**src/hw/rtl/amsd_pkg.sv**
```systemverilog
// ----------------------------------------------------------------------------
// amsd_pkg: shared constants for the accelerometer shake detector
// Field widths, register reset value and default sample width.
// ----------------------------------------------------------------------------
package amsd_pkg;

  localparam int unsigned SampleWidthDef = 16;
  localparam int unsigned MagW           = 16;
  localparam int unsigned ChangeW        = 17;
  localparam int unsigned ThreshW        = 16;

  localparam logic [ThreshW-1:0] ThreshReset = 16'd24576;
  localparam logic [MagW-1:0]    MagMax      = 16'hFFFF;

  // Result item packing, lowest bit first.
  localparam int unsigned OutBits  = MagW + ChangeW + 1;
  localparam int unsigned OutDataW = ((OutBits + 7) / 8) * 8;

endpackage

```
**src/hw/rtl/amsd_isqrt.sv**
```systemverilog
// ----------------------------------------------------------------------------
// amsd_isqrt: iterative floor square root
// Shift and subtract root extraction, one result bit per cycle.
// ----------------------------------------------------------------------------
module amsd_isqrt #(
  parameter int unsigned SampleWidth = amsd_pkg::SampleWidthDef
) (
  input  logic                       clk_i,
  input  logic                       rst_ni,
  input  logic                       start_i,
  input  logic [2*SampleWidth-1:0]   radicand_i,
  output logic                       done_o,
  output logic [SampleWidth-1:0]     root_o
);

  localparam int unsigned SumW = 2 * SampleWidth;
  localparam int unsigned RemW = SampleWidth + 1;
  localparam int unsigned CntW = $clog2(SampleWidth + 1);
  localparam logic [CntW-1:0] LastCnt = CntW'(SampleWidth - 1);

  logic [SumW-1:0]        rad_q, rad_d;
  logic [RemW-1:0]        rem_q, rem_d;
  logic [SampleWidth-1:0] root_q, root_d;
  logic [CntW-1:0]        cnt_q, cnt_d;
  logic                   busy_q, busy_d;
  logic                   done_q, done_d;

  logic [RemW:0] rem_sh;
  logic [RemW:0] trial;
  logic          ge;

  // Bring in the next two radicand bits and try setting the next root bit.
  assign rem_sh = {rem_q[RemW-2:0], rad_q[SumW-1 -: 2]};
  assign trial  = {root_q, 2'b01};
  assign ge     = rem_sh >= trial;

  always_comb begin
    rad_d  = rad_q;
    rem_d  = rem_q;
    root_d = root_q;
    cnt_d  = cnt_q;
    busy_d = busy_q;
    done_d = 1'b0;
    if (start_i) begin
      rad_d  = radicand_i;
      rem_d  = '0;
      root_d = '0;
      cnt_d  = '0;
      busy_d = 1'b1;
    end else if (busy_q) begin
      rad_d  = {rad_q[SumW-3:0], 2'b00};
      rem_d  = ge ? RemW'(rem_sh - trial) : RemW'(rem_sh);
      root_d = {root_q[SampleWidth-2:0], ge};
      cnt_d  = cnt_q + 1'b1;
      if (cnt_q == LastCnt) begin
        busy_d = 1'b0;
        done_d = 1'b1;
      end
    end
  end

  always_ff @(posedge clk_i or negedge rst_ni) begin
    if (!rst_ni) begin
      busy_q <= 1'b0;
      done_q <= 1'b0;
      cnt_q  <= '0;
    end else begin
      busy_q <= busy_d;
      done_q <= done_d;
      cnt_q  <= cnt_d;
    end
  end

  always_ff @(posedge clk_i) begin
    rad_q  <= rad_d;
    rem_q  <= rem_d;
    root_q <= root_d;
  end

  assign done_o = done_q;
  assign root_o = root_q;

endmodule

```
**src/hw/rtl/accel_magnitude_shake_detector.sv**
```systemverilog
// ----------------------------------------------------------------------------
// accel_magnitude_shake_detector: three-axis magnitude and shake flag
// Each item is squared axis by axis on the shared squaring multiplier, then the
// sum goes to the bit-serial square root, which produces one root bit per cycle.
// A new item is taken only in the idle state, once the previous result is
// registered; the result register lets the next item start while one waits.
// Reset: threshold returns to 24576 and the previous magnitude to zero.
// ----------------------------------------------------------------------------
module accel_magnitude_shake_detector #(
  parameter int unsigned SampleWidth = amsd_pkg::SampleWidthDef
) (
  input  logic                              clk_i,
  input  logic                              rst_ni,
  // Configuration: shake_threshold.
  input  logic                              cfg_valid_i,
  output logic                              cfg_ready_o,
  input  logic [amsd_pkg::ThreshW-1:0]      cfg_data_i,
  // Input items.
  input  logic                              s_axis_tvalid_i,
  output logic                              s_axis_tready_o,
  // tdata fields from bit 0: accel_x, accel_y, accel_z, zero padding.
  input  logic [((3*SampleWidth+7)/8)*8-1:0] s_axis_tdata_i,
  // Result items.
  output logic                              m_axis_tvalid_o,
  input  logic                              m_axis_tready_i,
  // tdata fields from bit 0: magnitude, magnitude_change, shake_detected,
  // zero padding.
  output logic [amsd_pkg::OutDataW-1:0]     m_axis_tdata_o
);

  localparam int unsigned SumW = 2 * SampleWidth;
  localparam int unsigned RootExtW = (SampleWidth > amsd_pkg::MagW) ?
                                     SampleWidth : amsd_pkg::MagW;
  localparam int unsigned MagW    = amsd_pkg::MagW;
  localparam int unsigned ChangeW = amsd_pkg::ChangeW;

  typedef enum logic [1:0] {
    StIdle,
    StSquare,
    StRoot,
    StFinish
  } state_e;

  state_e state_q;

  logic [SampleWidth-1:0] ax_q, ay_q, az_q;
  logic [1:0]             step_q;
  logic [SumW-1:0]        prod_q;
  logic [SumW-1:0]        acc_q;
  logic [SumW-1:0]        sum_d;
  logic [MagW-1:0]        mag_q;
  logic [MagW-1:0]        prev_q;
  logic [amsd_pkg::ThreshW-1:0] thresh_q;
  logic                   out_valid_q;
  logic [amsd_pkg::OutDataW-1:0] out_data_q;

  logic [SampleWidth-1:0] sel;
  logic [SampleWidth-1:0] sel_abs;
  logic                   root_start;
  logic                   root_done;
  logic [SampleWidth-1:0] root;
  logic [RootExtW-1:0]    root_ext;
  logic [MagW-1:0]        mag_sat;
  logic [ChangeW-1:0]     change;
  logic                   shake;
  logic                   out_free;

  assign s_axis_tready_o = (state_q == StIdle);
  assign cfg_ready_o     = 1'b1;
  assign m_axis_tvalid_o = out_valid_q;
  assign m_axis_tdata_o  = out_data_q;

  // Shared squaring unit: one axis per cycle.
  always_comb begin
    case (step_q)
      2'd0:    sel = ax_q;
      2'd1:    sel = ay_q;
      default: sel = az_q;
    endcase
  end
  assign sel_abs = sel[SampleWidth-1] ? (~sel + 1'b1) : sel;
  assign sum_d   = acc_q + prod_q;

  assign root_start = (state_q == StSquare) && (step_q == 2'd3);

  amsd_isqrt #(
    .SampleWidth(SampleWidth)
  ) u_isqrt (
    .clk_i      (clk_i),
    .rst_ni     (rst_ni),
    .start_i    (root_start),
    .radicand_i (sum_d),
    .done_o     (root_done),
    .root_o     (root)
  );

  // Roots above 16 bits only occur for wide samples and saturate.
  assign root_ext = RootExtW'(root);
  assign mag_sat  = (root_ext > RootExtW'(amsd_pkg::MagMax)) ?
                    amsd_pkg::MagMax : root_ext[MagW-1:0];

  assign change   = {1'b0, mag_q} - {1'b0, prev_q};
  assign shake    = !change[ChangeW-1] && (change[MagW-1:0] > thresh_q);
  assign out_free = !out_valid_q || m_axis_tready_i;

  always_ff @(posedge clk_i or negedge rst_ni) begin
    if (!rst_ni) begin
      state_q     <= StIdle;
      step_q      <= '0;
      thresh_q    <= amsd_pkg::ThreshReset;
      prev_q      <= '0;
      out_valid_q <= 1'b0;
    end else begin
      if (cfg_valid_i) begin
        thresh_q <= cfg_data_i;
      end
      // In the finish state a taken result is replaced by the new one below.
      if (out_valid_q && m_axis_tready_i && (state_q != StFinish)) begin
        out_valid_q <= 1'b0;
      end
      case (state_q)
        StIdle: begin
          if (s_axis_tvalid_i) begin
            step_q  <= '0;
            state_q <= StSquare;
          end
        end
        StSquare: begin
          step_q <= step_q + 1'b1;
          if (step_q == 2'd3) begin
            state_q <= StRoot;
          end
        end
        StRoot: begin
          if (root_done) begin
            state_q <= StFinish;
          end
        end
        StFinish: begin
          if (out_free) begin
            out_valid_q <= 1'b1;
            prev_q      <= mag_q;
            state_q     <= StIdle;
          end
        end
        default: state_q <= StIdle;
      endcase
    end
  end

  always_ff @(posedge clk_i) begin
    if (s_axis_tready_o && s_axis_tvalid_i) begin
      ax_q  <= s_axis_tdata_i[SampleWidth-1:0];
      ay_q  <= s_axis_tdata_i[2*SampleWidth-1:SampleWidth];
      az_q  <= s_axis_tdata_i[3*SampleWidth-1:2*SampleWidth];
      acc_q <= '0;
    end
    if (state_q == StSquare) begin
      // The product of the previous axis is added while the next one squares.
      if (step_q != 2'd0) begin
        acc_q <= sum_d;
      end
      prod_q <= SumW'(sel_abs * sel_abs);
    end
    if (state_q == StIdle) begin
      prod_q <= '0;
    end
    if (root_done) begin
      mag_q <= mag_sat;
    end
    if ((state_q == StFinish) && out_free) begin
      out_data_q <= amsd_pkg::OutDataW'({shake, change, mag_q});
    end
  end

endmodule
```
**config.mk**
```make
export PLATFORM = sky130hd
export DESIGN_NAME = accel_magnitude_shake_detector
export DESIGN_NICKNAME = d
export VERILOG_FILES = /design/src/hw/rtl/amsd_pkg.sv /design/src/hw/rtl/amsd_isqrt.sv /design/src/hw/rtl/accel_magnitude_shake_detector.sv
export SDC_FILE = /design/constraint.sdc
export NUM_CORES = 1
export LEC_CHECK = 0
export ABC_AREA = 1
export BUFFER_PORTS_ARGS = -buffer_cell sky130_fd_sc_hd__buf_2
export CAP_MARGIN = 20
export CORE_AREA = 2 2 184 204
export CTS_CLUSTER_DIAMETER = 80
export DETAILED_ROUTE_END_ITERATION = 6
export DIE_AREA = 0 0 186 206
export GPL_TIMING_DRIVEN = 0
export PLACE_DENSITY = 0.78
export SYNTH_ARGS = -nofsm -noshare
export SYNTH_HDL_FRONTEND = slang
export SYNTH_SLANG_ARGS = --single-unit
```
**constraint.sdc**
```tcl
create_clock -name clk_i -period 10.3 [get_ports clk_i]
set_clock_uncertainty 0.05 [all_clocks]
set_input_delay 1.03 -clock clk_i [delete_from_list [all_inputs] [get_ports clk_i]]
set_output_delay 1.03 -clock clk_i [all_outputs]
set_load 0.02 [all_outputs]
```
==> flow_summary.json, run 1 <==
{
  "status": "finished clean",
  "post-route-drc-count": 0,
  "globalRouteOverflowTotal": 0,
  "count_of_nets_left_with_antenna_violations_after_detail_routing": 0,
  "drt-wirelength-per-cell_um": 16.39,
  "slowest_stage": "sky130_fd_sc_hd__clkbuf_1",
  "core_region_area_mm2": 0.03657,
  "yosys.cell_types.count": 59,
  "synth_commonest_cells": "sky130_fd_sc_hd__nand2_1, sky130_fd_sc_hd__inv_1, sky130_fd_sc_hd__ha_1",
  "design.die.area_mm2": 0.03832,
  "post_drt_via_cell_ratio": 5.438,
  "cts-hold-fix-buffers": 0,
  "timing.critical_path.mode_cell": "sky130_fd_sc_hd__nand2_1",
  "cp-startpoint": "step_q[0]",
  "share_of_yosys_cell_area_claimed_by_the_top_area_cell_type": 0.1809,
  "synth_top_family_by_area": "adder cells",
  "area_delta_synth_final_pct": 10.11,
  "critPathTopFamily": "adder cells",
  "clock.fmax_mhz": 108.9,
  "finalSetupViolations": 0,
  "detail_route.iter0.violations": 1184,
  "first_pass_iters": 5,
  "ctsHtreeMaxLevel": 1,
  "timing.critical_path.buf_inv": 11,
  "drive_above_1_share": 0.09104,
  "period_share": 0.8915,
  "max_cap_viol_count": 0,
  "reg_to_reg_end": "prod_q[30]",
  "nets": 3179,
  "io_buffers": 104,
  "hold_path_class": "in -> async",
  "synth_xor_xnor_area_share": 0.02360,
  "rr_startpoint": "step_q[0]",
  "critPathRequiredTime_ns": 10.71,
  "dp_hpwl_mm": 42.88,
  "timing.critical_path.depth": 37,
  "post_synth_instance_area_mm2": 0.02158,
  "worst_setup_path_start_kind": "flop",
  "most_used_flip_flop_cell_after_synthesis": "sky130_fd_sc_hd__edfxtp_1",
  "synth.yosys.warnings": 0,
  "end_kind": "flop",
  "place.gp.congestion": 0.9686,
  "wire_length_of_the_first_global_routing_pass_mm": 87.68,
  "cts_root_buffer": "sky130_fd_sc_hd__clkbuf_16",
  "clkSlewWorstSetupHoldPaths_ns": 0.07,
  "yosys-top-cells-area": "sky130_fd_sc_hd__edfxtp_1, sky130_fd_sc_hd__fa_1, sky130_fd_sc_hd__ha_1",
  "synthesis.instances": 2602,
  "synth_seq_cells": 269,
  "gr-usage-all-layers": 0.2884,
  "num_vias": 17800,
  "synth_simple_gate_area_frac": 0.2022,
  "highest_fanout_seen_on_the_critical_path": 10,
  "clock_tree_from_tritoncts": "done",
  "synth_largest_area_cell": "sky130_fd_sc_hd__edfxtp_1",
  "synth_most_common_cell": "sky130_fd_sc_hd__nand2_1",
  "placementRows": 74,
  "start_util": 0.5901,
  "synth_compound_area_frac": 0.09218,
  "die-width_um": 186,
  "timing.setup.critical_path_class": "reg -> reg",
  "first_global_vias": 18230,
  "grt_start_max_net_pins": 49,
  "relSlewSlack": 0.3430,
  "syn_area_per_cell_um2": 8.294,
  "timing.critical_path.arrival_ns": 9.60,
  "rsz0062_at_grt": "no",
  "count_of_flip_flops_with_a_built_in_enable_after_synthesis": 130,
  "hold_violations": 0,
  "maxSlewViolCount": 0,
  "synth_mux_area_frac": 0.0005218,
  "cts_post_setup_buffers_inserted": 0,
  "synth-seq-area-share": 0.3202,
  "tritoncts.num_buffers": 29,
  "clk_latency_ns": 0.59,
  "routed_wl_mm": 53.65,
  "clock_sinks": 269,
  "ant_cells": 0,
  "worst_pin_slew_ns": 0.9855,
  "ff2ff_path_depth": 37,
  "die_h_um": 206,
  "clock_period_minus_worst_slack_ns": 9.182,
  "antenna_found_initial": 0,
  "worst_setup_path_endpoint": "prod_q[30]",
  "clk_path_buf_depth": 3,
  "setup-tns-final_ns": 0,
  "cts_resized": 0,
  "ff2ff_setup_slack_ns": 1.12,
  "postSynth.asyncResetShare": 0.1636,
  "synthAdderAreaFrac": 0.2626,
  "pin_count": 112,
  "num-fill-cells": 3096,
  "crit_path_max_incr_delay_ns": 0.58
}
kinds of logic (layout without fill, tap and decap cells):
group	Yosys count	in the layout
other	2	19
AO/OA/AOI/OAI	364	364
buffers and inverters	537	697
adder cells (fa/ha/maj)	354	354
AND/OR/NAND/NOR	1019	1019
flip-flops	269	269
multiplexers	1	1
XOR/XNOR	56	56
cell type report:
cell class	count	area (um2)	area share
buffer	62	339.1	0.01427
clock inverter	23	202.7	0.008530
sequential	269	6909	0.2908
timing repair buffer	106	560.5	0.02359
inverter	475	1787	0.07519
multi-input combinational	1813	12610	0.5308
clock buffer	31	733.2	0.03086
tap	494	618.1	0.02601
through the flow:
stage | hold slack (ns) | worst slack, ns | instance area [um2] | instances | util
after floorplan | 0.3582 | 3.117 | 21640 | 2619 | -
after global placement | 0.3618 | 1.345 | 22780 | 3217 | 0.6230
after detailed placement | 0.3642 | 1.300 | 22810 | 3218 | 0.6236
after CTS | 0.3757 | 1.252 | 23740 | 3272 | 0.6492
after global routing | 0.2603 | 0.6996 | 23760 | 3273 | 0.6497
final | 0.2691 | 1.118 | 23760 | 3273 | 0.6497
flip-flops by register name, indices dropped and copies added, names as in the netlist, 31 cells and up:
signal and flops:
acc_q 32, prod_q 31, u_isqrt.rad_q 32, m_axis_tdata_o 34
metal layers:
| layer | vias up | track usage | share of wire |
|---|---|---|---|
| met1 | 8479 | 0.3480 | 0.41 |
| met4 | 0 | 0.1004 | 0.031 |
| met5 | - | 0 | 0 |
| met2 | 567 | 0.5277 | 0.50 |
| li1 | 8630 | - | - |
| met3 | 122 | 0.03648 | 0.059 |
worst reg2reg max path: cells and delay by family (launching register included):
| kind | cells | cell delay [ns] |
|---|---|---|
| flops | 1 | 0.40 |
| buf+inv | 11 | 2.05 |
| fa+ha+maj | 9 | 4.03 |
| compound gates | 2 | 0.42 |
| simple gates | 15 | 2.13 |
cell usage in the layout, fill, tap and decap left out, types with 16 or more instances in the layout:
cell type                   instances
sky130_fd_sc_hd__a21oi_1          134
sky130_fd_sc_hd__buf_2            109
sky130_fd_sc_hd__clkbuf_1          37
sky130_fd_sc_hd__clkbuf_16         29
sky130_fd_sc_hd__conb_1            19
sky130_fd_sc_hd__dfrtp_1           42
sky130_fd_sc_hd__dfxtp_1           95
sky130_fd_sc_hd__edfxtp_1         130
sky130_fd_sc_hd__fa_1             165
sky130_fd_sc_hd__ha_1             189
sky130_fd_sc_hd__inv_1            452
sky130_fd_sc_hd__inv_2             16
sky130_fd_sc_hd__nand2_1          581
sky130_fd_sc_hd__nand3_1          156
sky130_fd_sc_hd__nand4_1           26
sky130_fd_sc_hd__nor2_1           177
sky130_fd_sc_hd__nor3_1            18
sky130_fd_sc_hd__o21ai_0          151
sky130_fd_sc_hd__o22ai_1           18
sky130_fd_sc_hd__xnor2_1           32
sky130_fd_sc_hd__xor2_1            23
worst min-delay path by stage:
stage / startpoint / to / slack (ns)
floorplan: u_isqrt.root_o[0] / mag_q[0] / 0.36
detailed placement: u_isqrt.root_o[11] / mag_q[11] / 0.36
CTS: u_isqrt.root_o[11] / mag_q[11] / 0.38
finish: rst_ni / prev_q[7] / 0.27
global route: rst_ni / prev_q[7] / 0.26
global placement: u_isqrt.root_o[9] / mag_q[9] / 0.36
Power of run 1 is left out: the tool's default activity adds up to more than one toggle a clock period on the data nets, which glitch-free logic cannot reach.
==> run 2: changes to the inputs <==
Clock period 10.3 ns to 9 ns, I/O delays scaled along.
==> run 2 against run 1 <==
Flip-flop and latch count did not move. Largest cell class unchanged. Maximum frequency increased by 7.5%. Non-clock buffer count shrank 1. Cell count hardly changed. Critical path type unchanged. Critical path depth down 1.
==> flow_summary.json, run 2 (synthesis results as in run 1) <==
{
  "status": "finished clean",
  "final_cell_mix": "sky130_fd_sc_hd__nand2_1, sky130_fd_sc_hd__inv_1, sky130_fd_sc_hd__ha_1",
  "worst_pin_slew_ns": 0.9785,
  "grt_start_max_net_pins": 49,
  "globalRouteOverflowTotal": 0,
  "max_cap_viol_count": 0,
  "multi_input_area_mm2": 0.01261,
  "count_of_nets_left_with_antenna_violations_after_detail_routing": 0,
  "die_h_um": 206,
  "start_util": 0.5901,
  "area_delta_synth_final_pct": 10.10,
  "antenna_found_initial": 0,
  "relSlewSlack": 0.3477,
  "design.die.area_mm2": 0.03832,
  "period_share": 0.9494,
  "hold_violations": 0,
  "highest_fanout_seen_on_the_critical_path": 19,
  "cp-startpoint": "step_q[0]",
  "setup-tns-final_ns": 0,
  "wire_length_of_the_first_global_routing_pass_mm": 87.51,
  "nets": 3178,
  "dp_hpwl_mm": 42.88,
  "crit_path_max_incr_delay_ns": 0.58,
  "largest_register_ffs": 34,
  "die-width_um": 186,
  "placementRows": 74,
  "core_region_area_mm2": 0.03657,
  "drive_above_1_share": 0.09107,
  "routed_wl_mm": 53.36,
  "footprint_of_the_flip_flops_and_latches_mm2": 0.006909,
  "clock.fmax_mhz": 117.0,
  "first_global_vias": 18230,
  "post_drt_via_cell_ratio": 5.452,
  "maxSlewViolCount": 0,
  "first_pass_iters": 5,
  "clock_sinks": 269,
  "finalSetupViolations": 0,
  "critPathRequiredTime_ns": 9.41,
  "drt-wirelength-per-cell_um": 16.31,
  "clock_period_minus_worst_slack_ns": 8.544,
  "cts_root_buffer": "sky130_fd_sc_hd__clkbuf_16",
  "num_vias": 17840,
  "slowest_stage": "sky130_fd_sc_hd__fa_1",
  "ant_cells": 0,
  "timing.critical_path.mode_cell": "sky130_fd_sc_hd__nand2_1",
  "num-fill-cells": 3094,
  "rsz0062_at_grt": "no",
  "end_kind": "flop",
  "pin_count": 112,
  "hold_path_class": "in -> async",
  "clk_path_buf_depth": 3,
  "clkSlewWorstSetupHoldPaths_ns": 0.07,
  "tritoncts.num_buffers": 29,
  "final_common_cell": "sky130_fd_sc_hd__nand2_1",
  "io_buffers": 104,
  "clock_tree_from_tritoncts": "done",
  "place.gp.congestion": 0.9686,
  "ctsHtreeMaxLevel": 1,
  "clk_latency_ns": 0.59,
  "post-route-drc-count": 0,
  "detail_route.iter0.violations": 1047,
  "timing.critical_path.arrival_ns": 8.96,
  "timing.setup.critical_path_class": "reg -> reg",
  "gr-usage-all-layers": 0.2876,
  "rr_startpoint": "step_q[0]",
  "worst_setup_path_start_kind": "flop"
}
## run 2: cell types whose count changed in the layout (fill, tap and decap cells not counted), sizes merged
cell    delta
clkbuf     -1
## run 2: per-stage QoR
| stage | cells | setup slack (ns) | area [um2] | utilization | hold WS [ns] |
|---|---|---|---|---|---|
| after floorplan | 2619 | 1.817 | 21640 | - | 0.3582 |
| after global placement | 3217 | 0.04525 | 22780 | 0.6230 | 0.3618 |
| after detailed placement | 3218 | -0.00005063 | 22810 | 0.6236 | 0.3642 |
| after CTS | 3271 | 0.4507 | 23740 | 0.6491 | 0.3757 |
| after global routing | 3272 | 0.05296 | 23760 | 0.6497 | 0.1303 |
| final | 3272 | 0.4558 | 23760 | 0.6497 | 0.1393 |
## run 2: critical path: cells and delay by family, from the launching register on
family | cells | cell delay [ns]
buf+inv | 10 | 1.45
simple gates | 15 | 2.15
flops | 1 | 0.40
fa+ha+maj | 9 | 3.95
compound gates | 2 | 0.41
## run 2: repair_timing
item | CTS | global route
buffers inserted | 0 | 0
endpoints found under the setup margin | 3 | 2
gates resized for setup | 0 | 2
hold buffers | 0 | 0
## run 2: final timing paths
check                          endpoint  slack [ns]  depth (start not counted)
min in group clk_i            mag_q[12]        0.38                          0
max reg2reg                  prod_q[30]        0.46                         36
max in group asynchronous  thresh_q[13]        8.23                          2
max                          prod_q[30]        0.46                         36
min reg2reg                   mag_q[12]        0.38                          0
min                           prev_q[7]        0.14                          1
## run 2: per-layer routing
metal,global-route usage,part of all wire
met3,0.03507,0.056
met1,0.3470,0.41
met5,0,0
met4,0.1012,0.032
met2,0.5267,0.50
## run 2: final cells by class
type | instances | area share
multi-input cells | 1813 | 0.5308
flip-flops and latches | 269 | 0.2908
inverters | 475 | 0.07530
clock buffers | 31 | 0.03086
well taps | 494 | 0.02601
repair buffers | 106 | 0.02359
plain buffers | 61 | 0.01411
clock inverters | 23 | 0.008531
Power of run 2 is left out for the same reason.
